`config.mk`:
```
export PLATFORM = sky130hd
export DESIGN_NAME = cursor_dwell_detector
export DESIGN_NICKNAME = d
export VERILOG_FILES = /design/src/rtl/core/cdd_pkg.sv /design/src/rtl/core/cdd_step.sv /design/src/rtl/core/cursor_dwell_detector.sv
export SDC_FILE = /design/constraint.sdc
export NUM_CORES = 1
export LEC_CHECK = 0
export BUFFER_PORTS_ARGS = -buffer_cell sky130_fd_sc_hd__buf_2
export CAP_MARGIN = 40
export CORE_MARGIN = 4
export CORE_UTILIZATION = 55
export DETAILED_ROUTE_END_ITERATION = 12
export PLACE_DENSITY = 0.78
export SLEW_MARGIN = 5
export SYNTH_ARGS = -nofsm -noshare
export SYNTH_HDL_FRONTEND = slang
export SYNTH_SLANG_ARGS = --single-unit
export TNS_END_PERCENT = 20
```
`constraint.sdc`:
```
create_clock -name clk -period 14.6 [get_ports clk]
set_input_delay 2.92 -clock clk [delete_from_list [all_inputs] [get_ports clk]]
set_output_delay 2.92 -clock clk [all_outputs]
set_load 0.02 [all_outputs]
```
`src/rtl/core/cdd_pkg.sv`:
```
// ----------------------------------------------------------------------------
// cdd_pkg
// Shared types and constants of the cursor dwell detector: request and event
// codes, hover modes, register indexes and the control word of the step logic.
// ----------------------------------------------------------------------------
package cdd_pkg;

	localparam int RADIUS_W = 10;
	localparam int DWELL_W  = 16;
	localparam int TIME_W   = 32;
	localparam int TAG_W    = 32;
	localparam int GENO_W   = 32;
	localparam int CFG_W    = 16;
	localparam int CFGI_W   = 1;

	localparam logic [RADIUS_W-1:0] RADIUS_RST = 10'd4;
	localparam logic [DWELL_W-1:0]  DWELL_RST  = 16'd500;

	localparam logic [CFGI_W-1:0] CFG_STABLE_RADIUS = 1'd0;
	localparam logic [CFGI_W-1:0] CFG_DWELL_TIME    = 1'd1;

	typedef enum logic [1:0] {
		REQ_SAMPLE = 2'd0,
		REQ_CANCEL = 2'd1,
		REQ_DONE   = 2'd2
	} req_t;

	typedef enum logic [2:0] {
		EV_NONE     = 3'd0,
		EV_CANCELED = 3'd1,
		EV_FIRED    = 3'd2,
		EV_PRESENT  = 3'd3,
		EV_STALE    = 3'd4
	} event_t;

	typedef enum logic [1:0] {
		MODE_IDLE    = 2'd0,
		MODE_PENDING = 2'd1,
		MODE_FIRED   = 2'd2
	} mode_t;

	// Decisions of the step logic for one item
	typedef struct packed {
		logic   load_point;  // store the sample as the last point
		logic   have_point;  // next value of the have-point flag
		mode_t  mode;        // next hover mode
		logic   bump_gen;    // advance the generation
		logic   load_since;  // capture time_ms as the stable start
		event_t ev;          // event code of the result
	} step_ctl_t;

endpackage

```
`src/rtl/core/cdd_step.sv`:
```
// ----------------------------------------------------------------------------
// cdd_step
// Decision logic for one item: radius checks, dwell timer compare and the
// generation tag compare, folded into a control word for the state registers.
// ----------------------------------------------------------------------------
module cdd_step #(
	parameter int COORD_BITS = 16,
	parameter int GEN_BITS   = 32
) (
	input  logic [1:0]                    req_type,
	input  logic signed [COORD_BITS-1:0]  pos_x,
	input  logic signed [COORD_BITS-1:0]  pos_y,
	input  logic [cdd_pkg::TIME_W-1:0]    time_ms,
	input  logic [cdd_pkg::TAG_W-1:0]     done_gen,
	input  logic                          have_point,
	input  logic signed [COORD_BITS-1:0]  last_x,
	input  logic signed [COORD_BITS-1:0]  last_y,
	input  cdd_pkg::mode_t                mode,
	input  logic [cdd_pkg::TIME_W-1:0]    stable_since,
	input  logic [GEN_BITS-1:0]           gen,
	input  logic [cdd_pkg::RADIUS_W-1:0]  stable_radius,
	input  logic [cdd_pkg::DWELL_W-1:0]   dwell_time,
	output cdd_pkg::step_ctl_t            ctl
);

	localparam int DW = COORD_BITS + 1;
	localparam int CW = (DW > cdd_pkg::RADIUS_W) ? DW : cdd_pkg::RADIUS_W;

	logic signed [DW-1:0]       dx, dy;
	logic [DW-1:0]              ax, ay;
	logic                       near;
	logic [cdd_pkg::TIME_W-1:0] elapsed;
	logic                       dwell_done;
	logic                       tag_match;

	assign dx = DW'(pos_x) - DW'(last_x);
	assign dy = DW'(pos_y) - DW'(last_y);
	assign ax = dx[DW-1] ? DW'(-dx) : DW'(dx);
	assign ay = dy[DW-1] ? DW'(-dy) : DW'(dy);
	assign near = (CW'(ax) <= CW'(stable_radius)) && (CW'(ay) <= CW'(stable_radius));

	assign elapsed    = time_ms - stable_since;
	assign dwell_done = elapsed >= cdd_pkg::TIME_W'(dwell_time);
	assign tag_match  = 64'(done_gen) == 64'(gen);

	always_comb begin
		ctl.load_point = 1'b0;
		ctl.have_point = have_point;
		ctl.mode       = mode;
		ctl.bump_gen   = 1'b0;
		ctl.load_since = 1'b0;
		ctl.ev         = cdd_pkg::EV_NONE;
		unique case (req_type)
			cdd_pkg::REQ_SAMPLE: begin
				ctl.load_point = 1'b1;
				ctl.have_point = 1'b1;
				if (!have_point || !near) begin
					// hover broken: back to idle, cancel an active hover
					ctl.mode = cdd_pkg::MODE_IDLE;
					if (mode != cdd_pkg::MODE_IDLE) begin
						ctl.bump_gen = 1'b1;
						ctl.ev       = cdd_pkg::EV_CANCELED;
					end
				end else if (mode == cdd_pkg::MODE_IDLE) begin
					ctl.bump_gen   = 1'b1;
					ctl.mode       = cdd_pkg::MODE_PENDING;
					ctl.load_since = 1'b1;
				end else if (mode == cdd_pkg::MODE_PENDING && dwell_done) begin
					ctl.mode = cdd_pkg::MODE_FIRED;
					ctl.ev   = cdd_pkg::EV_FIRED;
				end
			end
			cdd_pkg::REQ_CANCEL: begin
				ctl.have_point = 1'b0;
				ctl.mode       = cdd_pkg::MODE_IDLE;
				if (mode != cdd_pkg::MODE_IDLE) begin
					ctl.bump_gen = 1'b1;
					ctl.ev       = cdd_pkg::EV_CANCELED;
				end
			end
			cdd_pkg::REQ_DONE: begin
				ctl.ev = tag_match ? cdd_pkg::EV_PRESENT : cdd_pkg::EV_STALE;
			end
			default: begin
				// unused request code: no change, no event
				ctl.ev = cdd_pkg::EV_NONE;
			end
		endcase
	end

endmodule

```
`src/rtl/core/cursor_dwell_detector.sv`:
```
// ----------------------------------------------------------------------------
// cursor_dwell_detector
// Dwell detector for a pointer: tracks hover stability within a radius, fires
// after a dwell time, cancels broken hovers and screens probe completions by
// their generation tag.
// ----------------------------------------------------------------------------
// Usage:
//   Input channel (in_valid / in_stall) carries one item per request: a
//   pointer sample, a cancel request or a probe completion. Output channel
//   (out_valid / out_stall) returns exactly one result item per input item,
//   in order.
//   Flow: an accepted item sits in the input register while the step logic
//   runs; its result loads into the output register as soon as that register
//   is free (empty or being taken), and out_valid rises with the load.
//   Throughput: one item per cycle unless the output stalls. The only feedback
//   path is the hover state (point, mode, stable start, generation), updated in
//   the same cycle the item moves from the input to the output register.
//   Stall: while the receiver stalls a full output register, the input
//   register holds its item and in_stall rises once it is occupied.
//   Configuration: cfg_we with cfg_index writes stable_radius or dwell_time;
//   write only while no item is in flight.
//   Reset (arst_n low) empties both registers, forgets the point, returns to
//   idle, clears the generation and loads the register defaults.
// ----------------------------------------------------------------------------
module cursor_dwell_detector #(
	parameter int COORD_BITS = 16,
	parameter int GEN_BITS   = 32
) (
	input  logic                          clk,
	input  logic                          arst_n,
	// configuration
	input  logic                          cfg_we,
	input  logic [cdd_pkg::CFGI_W-1:0]    cfg_index,
	input  logic [cdd_pkg::CFG_W-1:0]     cfg_data,
	// input channel
	input  logic                          in_valid,
	output logic                          in_stall,
	input  logic [1:0]                    req_type,
	input  logic signed [COORD_BITS-1:0]  pos_x,
	input  logic signed [COORD_BITS-1:0]  pos_y,
	input  logic [cdd_pkg::TIME_W-1:0]    time_ms,
	input  logic [cdd_pkg::TAG_W-1:0]     done_gen,
	// output channel
	output logic                          out_valid,
	input  logic                          out_stall,
	output logic [2:0]                    event_res,
	output logic [cdd_pkg::GENO_W-1:0]    gen_out,
	output logic signed [COORD_BITS-1:0]  fire_x,
	output logic signed [COORD_BITS-1:0]  fire_y,
	output logic [cdd_pkg::TIME_W-1:0]    stable_start
);

	// configuration registers
	logic [cdd_pkg::RADIUS_W-1:0] radius_q;
	logic [cdd_pkg::DWELL_W-1:0]  dwell_q;

	// input register
	logic                          valid_s1;
	logic [1:0]                    req_s1;
	logic signed [COORD_BITS-1:0]  px_s1, py_s1;
	logic [cdd_pkg::TIME_W-1:0]    time_s1;
	logic [cdd_pkg::TAG_W-1:0]     tag_s1;

	// hover state
	logic                          have_point_q;
	logic signed [COORD_BITS-1:0]  last_x_q, last_y_q;
	cdd_pkg::mode_t                mode_q;
	logic [cdd_pkg::TIME_W-1:0]    since_q;
	logic [GEN_BITS-1:0]           gen_q;

	// result register
	logic                          out_valid_q;
	cdd_pkg::event_t               ev_q;
	logic [cdd_pkg::GENO_W-1:0]    gen_out_q;
	logic signed [COORD_BITS-1:0]  fx_q, fy_q;
	logic [cdd_pkg::TIME_W-1:0]    fs_q;

	cdd_pkg::step_ctl_t            ctl;
	logic                          out_free;
	logic                          advance;
	logic                          in_take;
	logic [GEN_BITS-1:0]           gen_d;
	logic                          fired;

	// The output register frees when empty or when its item is taken
	assign out_free = !out_valid_q || !out_stall;
	assign advance  = valid_s1 && out_free;
	assign in_stall = valid_s1 && !out_free;
	assign in_take  = in_valid && !in_stall;

	cdd_step #(
		.COORD_BITS (COORD_BITS),
		.GEN_BITS   (GEN_BITS)
	) u_step (
		.req_type      (req_s1),
		.pos_x         (px_s1),
		.pos_y         (py_s1),
		.time_ms       (time_s1),
		.done_gen      (tag_s1),
		.have_point    (have_point_q),
		.last_x        (last_x_q),
		.last_y        (last_y_q),
		.mode          (mode_q),
		.stable_since  (since_q),
		.gen           (gen_q),
		.stable_radius (radius_q),
		.dwell_time    (dwell_q),
		.ctl           (ctl)
	);

	assign gen_d = ctl.bump_gen ? gen_q + GEN_BITS'(1) : gen_q;
	assign fired = ctl.ev == cdd_pkg::EV_FIRED;

	// Configuration writes
	always_ff @(posedge clk or negedge arst_n) begin
		if (!arst_n) begin
			radius_q <= cdd_pkg::RADIUS_RST;
			dwell_q  <= cdd_pkg::DWELL_RST;
		end else if (cfg_we) begin
			unique case (cfg_index)
				cdd_pkg::CFG_STABLE_RADIUS: radius_q <= cfg_data[cdd_pkg::RADIUS_W-1:0];
				cdd_pkg::CFG_DWELL_TIME:    dwell_q  <= cfg_data[cdd_pkg::DWELL_W-1:0];
				default: ;
			endcase
		end
	end

	// Input register: fill on accept, drop once the item advances
	always_ff @(posedge clk or negedge arst_n) begin
		if (!arst_n) begin
			valid_s1 <= 1'b0;
		end else if (in_take) begin
			valid_s1 <= 1'b1;
		end else if (advance) begin
			valid_s1 <= 1'b0;
		end
	end

	always_ff @(posedge clk) begin
		if (in_take) begin
			req_s1  <= req_type;
			px_s1   <= pos_x;
			py_s1   <= pos_y;
			time_s1 <= time_ms;
			tag_s1  <= done_gen;
		end
	end

	// Hover state: update as the item advances into the result register
	always_ff @(posedge clk or negedge arst_n) begin
		if (!arst_n) begin
			have_point_q <= 1'b0;
			last_x_q     <= '0;
			last_y_q     <= '0;
			mode_q       <= cdd_pkg::MODE_IDLE;
			since_q      <= '0;
			gen_q        <= '0;
		end else if (advance) begin
			have_point_q <= ctl.have_point;
			mode_q       <= ctl.mode;
			gen_q        <= gen_d;
			if (ctl.load_point) begin
				last_x_q <= px_s1;
				last_y_q <= py_s1;
			end
			if (ctl.load_since) begin
				since_q <= time_s1;
			end
		end
	end

	// Result register: load on advance, empty when taken with nothing behind
	always_ff @(posedge clk or negedge arst_n) begin
		if (!arst_n) begin
			out_valid_q <= 1'b0;
		end else if (advance) begin
			out_valid_q <= 1'b1;
		end else if (!out_stall) begin
			out_valid_q <= 1'b0;
		end
	end

	always_ff @(posedge clk) begin
		if (advance) begin
			ev_q      <= ctl.ev;
			gen_out_q <= cdd_pkg::GENO_W'(64'(gen_d));
			fx_q      <= fired ? px_s1 : '0;
			fy_q      <= fired ? py_s1 : '0;
			fs_q      <= fired ? since_q : '0;
		end
	end

	assign out_valid    = out_valid_q;
	assign event_res    = ev_q;
	assign gen_out      = gen_out_q;
	assign fire_x       = fx_q;
	assign fire_y       = fy_q;
	assign stable_start = fs_q;

endmodule

```
==> summary.txt, run 1 <==
Clock network
  • Worst skew pair latency: 0.54 ns
  • CTS H-tree depth: 2
  • Clock Tree Root: clkbuf_16
  • CTS tree: built
  • # hold bufs at CTS: 0
  • Clk pin slew, worst setup/hold paths: 0.06 ns
  • Post-CTS setup buffers: 0
  • TritonCTS Buffers: 36
  • Total clock sinks: 324
  • Clock Path Buffers: 3
  • Cts repair resizes: 0

Floorplanning
  • Die width: 189 µm
  • Die area: 35900 µm²
  • Core Region: 32500 µm²
  • Boundary Pins: 221
  • Chip height: 189 µm
  • Initial Utilization: 55.7%
  • Site Rows: 66

Pwr
  • Flop pwr share: 38.2%
  • Logic pwr share: 28.7%
  • Clock Power Share: 33.1%
  • Pwr Density: 137 nW/µm²
  • Switching portion of total power: 31.6%
  • Leakage: 8.91 nW
  • Psw: 903 µW
  • Maximum VDD drop: 0.0979 mV
  • Internal: 1.96 mW

Final layout
  • P&R area growth vs syn: 15.1%
  • Final nets: 2108
  • Fillers: 2599
  • Share of cells above drive strength 1: 22.2%
  • Most common cell after layout, fill and taps aside: buf_2
  • Most frequent cells in the layout: 219 x buf_2, 197 x edfxtp_1, 145 x inv_1
  • Final Util: 64.1%

Setup path
  • CP delay by family, top: simple AND/OR/NAND/NOR gates
  • Worst-path maximum fanout: 19
  • CP arrival: 8.64 ns
  • Crit Path Category: register to register
  • CP max-delay cell: nor4_1
  • Bufs and invs on worst path: 1
  • Worst setup EP type: register
  • Startpoint types: register
  • Crit-path max cell delay: 0.57 ns
  • Worst Path Required: 15.02 ns

Routing
  • Drt initial violations: 709
  • DR DRC count: 0
  • Topmost layer with routed signal wires: met5
  • Vias: 13100
  • Routed wire length: 41600 µm
  • Metal1 wirelength: 18100 µm
  • Drt via density: 5.58
  • Iteration count of the initial detailed-routing pass: 5
  • Routed Antenna Nets: 0
  • Met2 wire len: 20000 µm
  • WL/cell: 17.7 µm
  • Wire length on met3: 2310 µm

Yosys
  • Top FF cell, synth: edfxtp_1
  • Area leader, netlist: edfxtp_1
  • Register area share after synthesis: 50.3%
  • Mapped Nets: 1906
  • Synth Register Bits: 324
  • FFs w/ async S/R, synth: 39.2%
  • Synth area leaders: edfxtp_1 33%, dfrtp_1 17%, ha_1 7.3%
  • Number of enable flip-flop cells after synthesis: 197
  • Post-synth cell types: 87
  • Top-area cell type share of the netlist area: 32.7%
  • Mapped Avg Cell Area: 10.8 µm²
  • Yosys Warn Count: 0
  • Gate count of the mapped netlist: 1678
  • Post-Syn Area: 18100 µm²

Global routing
  • Global route overflow: 0
  • GRT Util Overall: 22.9%
  • Global-route wire length before repair: 66700 µm
  • Initial antenna violation count: 4
  • Largest net degree at the start of global routing: 74
  • Vias in the first global route: 13100

STA
  • Total negative slack: 0 ns
  • Max-slew headroom: 35.6%
  • Final Setup Violations: 0
  • Crit share post-route: 56.3%
  • Final Worst Setup Slack: 6.38 ns
  • Slew Limit Fails: 0
  • Final Skew: 0.0154 ns
  • Max Fclk: 122 MHz
  • RSZ-0062 raised after global routing: no
  • Final hold violation count: 0
  • Measured slew at the worst slew-check pin: 0.942 ns
  • Tmin final: 8.22 ns
  • Hold Slack: 0.488 ns

Placed design
  • Pre-CTS WS: 6.26 ns
  • Placer congestion estimate: 0.962
  • Port Buf Inserts: 220
  • Detail Placement HPWL: 30100 µm

Min path
  • Worst Hold Class: register to register

Job
  • Max cap viols: 0

Outcome
  • Outcome: completed
-- final cells by class --
| class | instances | area, µm² | share of cell area [%] |
|---|---|---|---|
| well taps | 442 | 553 | 2.65 |
| multi-input cells | 1137 | 8150 | 39.1 |
| inverters | 148 | 559 | 2.68 |
| diodes | 3 | 7.51 | 0.0360 |
| flip-flops and latches | 324 | 9100 | 43.6 |
| repair buffers | 233 | 1250 | 6.01 |
| clock buffers | 48 | 956 | 4.58 |
| clock inverters | 18 | 277 | 1.33 |
-- worst paths after layout --
| kind | startpoint | to | slack (ns) | cells past startpoint |
|---|---|---|---|---|
| min | last_x_q[0] | last_x_q[0] | 0.49 | 2 |
| max | py_s1[0] | gen_q[31] | 6.38 | 32 |
| min reg2reg | last_x_q[0] | last_x_q[0] | 0.49 | 2 |
| max in group asynchronous | arst_n | mode_q[0] | 10.94 | 2 |
| min in group asynchronous | arst_n | since_q[1] | 2.42 | 1 |
| max reg2reg | py_s1[0] | gen_q[31] | 6.38 | 32 |
-- metrics by stage --
step                      power (mW)  std cells  instance area (µm²)
after floorplan                 1.72       1678                18100
after global placement          1.90       2280                19500
after detailed placement        1.92       2283                19600
after CTS                       2.88       2349                20800
after global routing            3.03       2352                20900
final                           2.86       2353                20900
-- layer usage --
metal | global-route usage (%) | up-vias
met5 | 0 | -
met4 | 6.57 | 4
met3 | 3.91 | 78
met2 | 39.0 | 366
met1 | 30.3 | 6275
li1 | - | 6396
-- state kept, by name (all words and copies together) (netlist names), 32 cells and up --
register      flops
gen_out          32
gen_q            32
since_q          32
stable_start     32
tag_s1           32
time_s1          32
-- cells by family after synthesis --
kind of cell             synth area share, %
AO/OA/AOI/OAI                           11.2
XOR/XNOR                                7.29
multiplexers                            3.56
adder cells (fa/ha/maj)                 7.58
AND/OR/NAND/NOR                         15.3
buffers and inverters                   4.81
flip-flops                              50.3
-- synth_stat cells (all sizes together) (4+ instances only) --
cell type and n:
clkbuf 52, a31oi 7, nand3 33, mux2i 7, nand2 142, o2111ai 6
dfrtp 120, and3 22, o22ai 8, o211ai 12, or3 8, o21bai 8
nor3b 6, dfstp 7, and2 5, xnor2 63, o221ai 4, xor2 87
mux2 51, a211o 4, buf 17, or2 4, nor2 97, nor4 16
and4 5, a211oi 8, inv 147, a21o 19, a21oi 76, a2111oi 8
edfxtp 197, o21a 16, nor2b 19, nand2b 15, or4 5, nor3 101
ha 105, nand4 27, o21ai 93
-- worst reg2reg max path: cells and delay by family (launching register included) --
| family | cells | cell delay [ns] |
|---|---|---|
| AOI/OAI and AO/OA | 11 | 2.73 |
| xor gates and xnor gates | 1 | 0.15 |
| adders and majority gates | 4 | 1.02 |
| buffers and inverters | 1 | 0.07 |
| DFF | 1 | 0.32 |
| and+or+nand+nor | 15 | 3.80 |
-- power by group through the flow --
| stage | clock, mW | sequential (mW) | combinational, mW |
|---|---|---|---|
| finish | 0.946 | 1.09 | 0.821 |
| global route | 1.01 | 1.10 | 0.921 |
| CTS | 0.968 | 1.10 | 0.816 |
| detailed placement | 0 | 1.11 | 0.810 |
| global placement | 0 | 1.11 | 0.787 |
| floorplan | 0 | 1.13 | 0.596 |
Note: power is estimated with default switching activity, not from simulation.
==> run 2: changes to the inputs <==
--- a/config.mk
+++ b/config.mk
@@ -5,6 +5,7 @@
 export SDC_FILE = /design/constraint.sdc
 export NUM_CORES = 1
 export LEC_CHECK = 0
+export ABC_AREA = 1
 export BUFFER_PORTS_ARGS = -buffer_cell sky130_fd_sc_hd__buf_2
 export CAP_MARGIN = 40
 export CORE_MARGIN = 4
==> constraint.sdc (replaced) <==
create_clock -name clk -period 8.03 [get_ports clk]
set_input_delay 1.606 -clock clk [delete_from_list [all_inputs] [get_ports clk]]
set_output_delay 1.606 -clock clk [all_outputs]
set_load 0.02 [all_outputs]
==> run 2 against run 1 <==
Synthesized cell count grew 29%. Global-route usage grew 1.9 points. Power grew 91%. Sequential share of layout area shrank 0.75 points. Clock power grew 67%. Routed wire length grew 8.7%. Critical path depth grew 12. Clock skew grew 0.0037 ns. Combinational power grew 130%. Clock-buffer cell count is the same. Via count grew 14%.
==> summary.txt, run 2 <==
Pwr
  • Maximum VDD drop: 0.189 mV (+93%)
  • Flop pwr share: 37.1% (-1.1 points)
  • Logic pwr share: 34.0% (+5.3 points)
  • Clock Power Share: 28.9% (-4.2 points)
  • Internal: 3.51 mW (+79%)
  • Leakage: 10.4 nW (+17%)
  • Pwr Density: 258 nW/µm² (+88%)
  • Psw: 1.97 mW (+120%)
  • Switching portion of total power: 36.0% (+4.4 points)

Floorplanning
  • Boundary Pins: 221 (unchanged)
  • Die area: 36600 µm² (+1.9%)
  • Initial Utilization: 56.2% (+0.51 points)
  • Chip height: 191 µm (+0.93%)
  • Die width: 191 µm (+0.93%)
  • Site Rows: 66 (unchanged)
  • Core Region: 32900 µm² (+1.0%)

Routing
  • WL/cell: 15.7 µm (-11%)
  • DR DRC count: 0 (unchanged)
  • Drt via density: 5.20 (-6.8%)
  • Vias: 14900 (+14%)
  • Iteration count of the initial detailed-routing pass: 5 (unchanged)
  • Routed wire length: 45200 µm (+8.7%)
  • Drt initial violations: 995 (+40%)
  • Routed Antenna Nets: 0 (unchanged)

STA
  • Hold Slack: 0.487 ns (-0.000880 ns)
  • RSZ-0062 raised after global routing: no
  • Final Setup Violations: 0 (unchanged)
  • Measured slew at the worst slew-check pin: 0.869 ns (-0.0733 ns)
  • Crit share post-route: 76.5% (+20 points)
  • Total negative slack: 0 ns (unchanged)
  • Final Skew: 0.0191 ns (+0.00369 ns)
  • Tmin final: 6.14 ns (-2.07 ns)
  • Final hold violation count: 0 (unchanged)
  • Slew Limit Fails: 0 (unchanged)
  • Final Worst Setup Slack: 1.89 ns (-4.50 ns)
  • Max-slew headroom: 41.9% (+6.4 points)
  • Max Fclk: 163 MHz (+34%)

Global routing
  • GRT Util Overall: 24.7% (+1.9 points)
  • Vias in the first global route: 14500 (+10%)
  • Global route overflow: 0 (unchanged)
  • Initial antenna violation count: 4 (unchanged)
  • Global-route wire length before repair: 72900 µm (+9.2%)
  • Largest net degree at the start of global routing: 70 (-5.4%)

Clock network
  • Worst skew pair latency: 0.55 ns (about the same)
  • # hold bufs at CTS: 0 (unchanged)
  • Post-CTS setup buffers: 0 (unchanged)
  • Cts repair resizes: 0 (unchanged)
  • Clock Path Buffers: 3 (unchanged)
  • TritonCTS Buffers: 35 (-2.8%)
  • CTS tree: built
  • Clock Tree Root: clkbuf_16
  • Clk pin slew, worst setup/hold paths: 0.06 ns (about the same)
  • Total clock sinks: 324 (unchanged)
  • CTS H-tree depth: 2 (unchanged)

Placed design
  • Placer congestion estimate: 0.903 (-6.1%)
  • Detail Placement HPWL: 34100 µm (+13%)
  • Post-Place Cells: 2805 (+23%)
  • Port Buf Inserts: 220 (unchanged)
  • Pre-CTS WS: 1.91 ns (-4.34 ns)

Setup path
  • Worst Path Required: 8.51 ns (-6.51 ns)
  • Crit Path Category: register to register
  • CP arrival: 6.62 ns (-2.02 ns)
  • Worst-path maximum fanout: 13 (-6)
  • Worst setup EP type: register
  • Worst reg2reg path endpoint: gen_q[31]
  • Reg2Reg Depth: 44 (+38%)
  • Worst reg2reg startpoint: px_s1[0]
  • Most numerous cell on the critical path: nand2_1
  • Crit-path max cell delay: 0.42 ns (-0.15 ns)
  • Startpoint types: register
  • CP max-delay cell: fa_1
  • R2R Setup Slk: 1.89 ns (-4.50 ns)

Yosys
  • Mapped Nets: 2395 (+26%)
  • Synth Register Bits: 324 (unchanged)
  • Number of enable flip-flop cells after synthesis: 197 (unchanged)
  • Area leader, netlist: edfxtp_1
  • Post-Syn Area: 18500 µm² (+1.9%)
  • FFs w/ async S/R, synth: 39.2% (unchanged)
  • Gate count of the mapped netlist: 2167 (+29%)
  • Register area share after synthesis: 49.3% (-0.96 points)
  • Synth top cells by count: 543 x nand2_1, 333 x inv_1, 197 x edfxtp_1, 197 x nor2_1, 120 x dfrtp_1
  • Yosys Warn Count: 0 (unchanged)
  • Top-area cell type share of the netlist area: 32.0% (-0.62 points)
  • Top FF cell, synth: edfxtp_1
  • Top-count cell post-synth: nand2_1
  • Post-synth cell types: 43 (-51%)
  • Mapped Avg Cell Area: 8.52 µm² (-21%)
  • Synth area leaders: edfxtp_1 32%, dfrtp_1 16%, nand2_1 11%

Min path
  • Hold path depth: 2 (unchanged)
  • Hold Path Sink: dwell_q[9]
  • HP Start: dwell_q[9]
  • Worst Hold Class: register to register

Final layout
  • P&R area growth vs syn: 14.9%
  • Post-route insts no fill: 2871 (+22%)
  • Most frequent cells in the layout: 542 x nand2_1, 332 x inv_1, 219 x buf_2
  • Final nets: 2628 (+25%)
  • Final Util: 64.6% (+0.47 points)
  • Register area: 9100 µm² (unchanged)
  • Fillers: 2823 (+8.6%)
  • Most common cell after layout, fill and taps aside: nand2_1
  • Share of cells above drive strength 1: 16.3% (-5.9 points)
  • Multi-input logic area: 7920 µm² (-2.8%)

Job
  • Max cap viols: 0 (unchanged)

Outcome
  • Outcome: completed
==> run 2: changes by cell type in the layout (fill, tap and decap cells not counted), sizes merged, moves of 36 or more <==
cell	before	now
mux2	51	0
xnor2	63	27
a21oi	76	115
nor3	101	21
nand2	142	554
nand3	33	118
inv	150	341
nor2	97	263
==> run 2: how the worst max path moves through the flow <==
stage,end,slack [ns],startpoint
final,gen_q[31],1.89,px_s1[0]
after global routing,gen_q[31],1.29,px_s1[0]
after CTS,gen_q[31],1.88,px_s1[0]
after detailed placement,gen_q[31],1.91,px_s1[0]
after global placement,gen_q[31],2.13,px_s1[0]
after floorplan,event_res[0],2.53,out_stall
==> run 2: cells by family (layout without fill, tap and decap cells) <==
kind of cell | after synthesis | in the layout | synth area share [%]
AND/OR/NAND/NOR | 1023 | 1023 | 24.0
AO/OA/AOI/OAI | 252 | 252 | 7.16
adder cells (fa/ha/maj) | 108 | 108 | 7.44
other | 0 | 2 | 0
buffers and inverters | 373 | 633 | 7.91
flip-flops | 324 | 324 | 49.3
XOR/XNOR | 87 | 87 | 4.17
==> run 2: power groups by stage <==
| stage | logic [mW] | clock network [mW] | registers (mW) |
|---|---|---|---|
| after floorplan | 1.33 | 0 | 2.12 |
| after global placement | 1.80 | 0 | 2.06 |
| after detailed placement | 1.85 | 0 | 2.06 |
| after CTS | 1.86 | 1.63 | 2.03 |
| after global routing | 2.13 | 1.69 | 2.05 |
| final | 1.86 | 1.58 | 2.03 |
==> run 2: metal layers <==
layer	track usage, %	part of all wire [%]	vias to the layer above
met1	35.2	46	6955
met2	39.4	45	403
met4	6.85	2.3	6
li1	-	-	7491
met3	4.38	6.4	71
met5	0	0.12	-
==> run 2: cell type report <==
cell class / count / share of cell area [%]
Antenna cell: 2 / 0.0236
Inverter: 339 / 6.01
Tap cell: 442 / 2.61
Timing Repair Buffer: 230 / 5.84
Multi-Input combinational cell: 1470 / 37.3
Clock inverter: 16 / 0.808
Sequential cell: 324 / 42.9
Clock buffer: 48 / 4.50
==> run 2: critical path: cells and delay by family, from the launching register on <==
kind	cells	cell delay [ns]
AND/OR/NAND/NOR	30	3.60
adder cells (fa/ha/maj)	4	1.07
buffers and inverters	7	0.62
XOR/XNOR	2	0.35
flip-flops	1	0.33
AO/OA/AOI/OAI	1	0.16
==> run 2: through the flow <==
step	power, mW	instance area (µm²)
2_1_floorplan	3.44	18500
3_5_place_dp	3.91	20100
4_1_cts	5.52	21200
3_3_place_gp	3.86	20000
6_report	5.48	21200
5_1_grt	5.88	21200
==> run 3: changes to the inputs <==
--- a/config.mk
+++ b/config.mk
@@ -5,13 +5,13 @@
 export SDC_FILE = /design/constraint.sdc
 export NUM_CORES = 1
 export LEC_CHECK = 0
-export ABC_AREA = 1
+export ABC_AREA = 0
 export BUFFER_PORTS_ARGS = -buffer_cell sky130_fd_sc_hd__buf_2
 export CAP_MARGIN = 40
 export CORE_MARGIN = 4
-export CORE_UTILIZATION = 55
+export CORE_UTILIZATION = 53
 export DETAILED_ROUTE_END_ITERATION = 12
-export PLACE_DENSITY = 0.78
+export PLACE_DENSITY = 0.79
 export SLEW_MARGIN = 5
 export SYNTH_ARGS = -nofsm -noshare
 export SYNTH_HDL_FRONTEND = slang
==> constraint.sdc (replaced) <==
create_clock -name clk -period 5.6 [get_ports clk]
set_input_delay 1.12 -clock clk [delete_from_list [all_inputs] [get_ports clk]]
set_output_delay 1.12 -clock clk [all_outputs]
set_load 0.02 [all_outputs]
==> run 3 against run 2 <==
The flow now finishes with violations (negative setup slack). Die area up 1.7%. Clock skew increased by 0.0013 ns. Register-to-register slack worse by 2.6 ns. Routed wire length grew 0.98%. Combinational power grew 46%. Critical path type unchanged. First-iteration DRC count fell by 30%. Worst setup slack got worse by 2.6 ns. Utilization increased by 3.7 points.
==> summary.txt, run 3 (synthesis results as in run 1) <==
Global routing
  • Vias in the first global route: 14500 (+0.13%)
  • Initial antenna violation count: 3 (-1)
  • Largest net degree at the start of global routing: 128 (+83%)
  • GRT Util Overall: 24.3% (-0.44 points)
  • Global route overflow: 0 (unchanged)
  • Global-route wire length before repair: 72800 µm (about the same)

Pwr
  • Clock Power Share: 29.9% (+1.0 points)
  • Switching portion of total power: 32.0% (-4.0 points)
  • Leakage: 10.0 nW (-3.9%)
  • Psw: 2.54 mW (+29%)
  • Maximum VDD drop: 0.294 mV (+56%)
  • Internal: 5.41 mW (+54%)
  • Flop pwr share: 35.9% (-1.2 points)
  • Pwr Density: 347 nW/µm² (+34%)
  • Logic pwr share: 34.2% (+0.2 points)

Setup path
  • Worst-path maximum fanout: 5 (-8)
  • Worst setup EP type: register
  • Crit Path Category: register to register
  • CP max-delay cell: dfrtp_1
  • CP arrival: 6.64 ns (+0.02 ns)
  • Crit-path max cell delay: 0.40 ns (-0.02 ns)
  • Worst Path Required: 5.88 ns (-2.63 ns)
  • Most numerous cell on the critical path: and3_4
  • Startpoint types: register

Routing
  • DR DRC count: 0 (unchanged)
  • Metal1 wirelength: 19400 µm (-6.2%)
  • Met2 wire len: 22300 µm (+8.8%)
  • Iteration count of the initial detailed-routing pass: 5 (unchanged)
  • WL/cell: 17.9 µm (+14%)
  • Routed Antenna Nets: 0 (unchanged)
  • Vias: 14100 (-5.6%)
  • Drt initial violations: 701 (-30%)
  • Wire length on met3: 2410 µm (-17%)
  • Routed wire length: 45700 µm (+0.98%)
  • Drt via density: 5.52 (+6.2%)
  • Topmost layer with routed signal wires: met5

STA
  • Final Worst Setup Slack: -0.753 ns (-2.64 ns)
  • Hold Slack: 0.500 ns (+0.0130 ns)
  • Slew Limit Fails: 0 (unchanged)
  • Max-slew headroom: 46.5% (+4.5 points)
  • Total negative slack: -19.70 ns (-19.70 ns)
  • Final Setup Violations: 56 (+56)
  • Final hold violation count: 0 (unchanged)
  • Final Skew: 0.0204 ns (+0.00125 ns)
  • Measured slew at the worst slew-check pin: 0.803 ns (-0.0655 ns)
  • Crit share post-route: 113% (+37 points)
  • Max Fclk: 157 MHz (-3.3%)
  • Tmin final: 6.35 ns (+0.210 ns)
  • RSZ-0062 raised after global routing: yes

Clock network
  • # hold bufs at CTS: 0 (unchanged)
  • Clk pin slew, worst setup/hold paths: 0.07 ns (about the same)
  • CTS H-tree depth: 2 (unchanged)
  • Total clock sinks: 324 (unchanged)
  • Clock Tree Root: clkbuf_16
  • TritonCTS Buffers: 36 (+2.9%)
  • CTS tree: built
  • Worst skew pair latency: 0.54 ns (about the same)
  • Clock Path Buffers: 3 (unchanged)

Final layout
  • Most common cell after layout, fill and taps aside: buf_2
  • Final Instance Area: 22900 µm² (+8.1%)
  • Final Util: 68.2% (+3.7 points)
  • Final nets: 2302 (-12%)
  • Share of cells above drive strength 1: 33.5% (+17 points)
  • P&R area growth vs syn: 26.6%
  • Most frequent cells in the layout: 219 x buf_2, 197 x edfxtp_1, 185 x buf_4

Outcome
  • Failing checks: negative setup slack
  • Outcome: finished with violations

Floorplanning
  • Core Region: 33600 µm² (+2.3%)
  • Die width: 193 µm (+0.86%)
  • Site Rows: 67 (+1.5%)
  • Die area: 37200 µm² (+1.7%)
  • Boundary Pins: 221 (unchanged)
  • Chip height: 193 µm (+0.86%)
  • Initial Utilization: 53.9% (-2.3 points)

Placed design
  • Placer congestion estimate: 0.914 (+1.2%)
  • Port Buf Inserts: 220 (unchanged)
  • Placed Area: 21300 µm² (+5.8%)
  • Pre-CTS WS: -1.12 ns (-3.03 ns)
  • Detail Placement HPWL: 32900 µm (-3.6%)

Min path
  • Worst Hold Class: register to register

Job
  • Max cap viols: 0 (unchanged)
## run 3: cell types whose count changed in the layout (fill, tap and decap cells not counted), moves of 36 or more
cell / previous run / this run
nor3_2: 6 / 63
nor2_2: 65 / 8
o21ai_0: 117 / 81
inv_1: 332 / 145
buf_4: 8 / 185
nand2_1: 542 / 132
mux2_2: 0 / 50
nand3_1: 118 / 28
nor2_1: 195 / 76
a21oi_1: 112 / 70
## run 3: worst paths after layout
| check | depth (start not counted) | start | to | slack, ns |
|---|---|---|---|---|
| hold reg to reg | 2 | last_y_q[0] | last_y_q[0] | 0.50 |
| max in group asynchronous | 2 | arst_n | last_y_q[11] | 4.28 |
| setup / recovery | 33 | last_x_q[0] | gen_out[30] | -0.75 |
| hold / removal | 2 | last_y_q[0] | last_y_q[0] | 0.50 |
| setup reg to reg | 33 | last_x_q[0] | gen_out[30] | -0.75 |
| min in group asynchronous | 2 | arst_n | last_y_q[7] | 0.66 |
## run 3: power by group through the flow
stage / logic (mW) / registers, mW / clock network, mW
final: 2.72 / 2.85 / 2.37
after floorplan: 1.62 / 2.94 / 0
after global placement: 2.55 / 2.89 / 0
after CTS: 2.70 / 2.85 / 2.42
after global routing: 3.02 / 2.87 / 2.52
after detailed placement: 2.63 / 2.90 / 0
## run 3: layer usage
layer	vias up	global-route usage, %
met4	2	8.42
met3	99	4.18
met5	-	0
met2	395	40.8
met1	6809	31.9
li1	6787	-
## run 3: per-stage QoR
step	power, mW	instances
2_1_floorplan	4.56	1678
3_3_place_gp	5.44	2472
3_5_place_dp	5.53	2474
4_1_cts	7.97	2547
5_1_grt	8.41	2552
6_report	7.95	2552
## run 3: repair_timing
item                                    in CTS  in global routing
gates cloned                                 1                  0
pin swaps                                   27                 15
resized for setup                           45                 43
endpoints found under the setup margin     127                161
buffers inserted                             7                  5
## run 3: worst max-delay path, delay by kind of cell, from the launching register on
family | cells | cell delay [ns]
AOI/OAI and AO/OA | 10 | 1.90
adders and majority gates | 4 | 1.01
and+or+nand+nor | 17 | 2.59
xor gates and xnor gates | 2 | 0.20
DFF | 1 | 0.40
## run 3: cell type report
class / instances / area, µm²
fill: 2430 / 10700
sequential: 324 / 9100
inverter: 148 / 559
clock inverter: 14 / 180
clock buffer: 52 / 1000
antenna: 2 / 5.00
tap: 448 / 561
multi-input combinational: 1138 / 8710
timing repair buffer: 426 / 2810
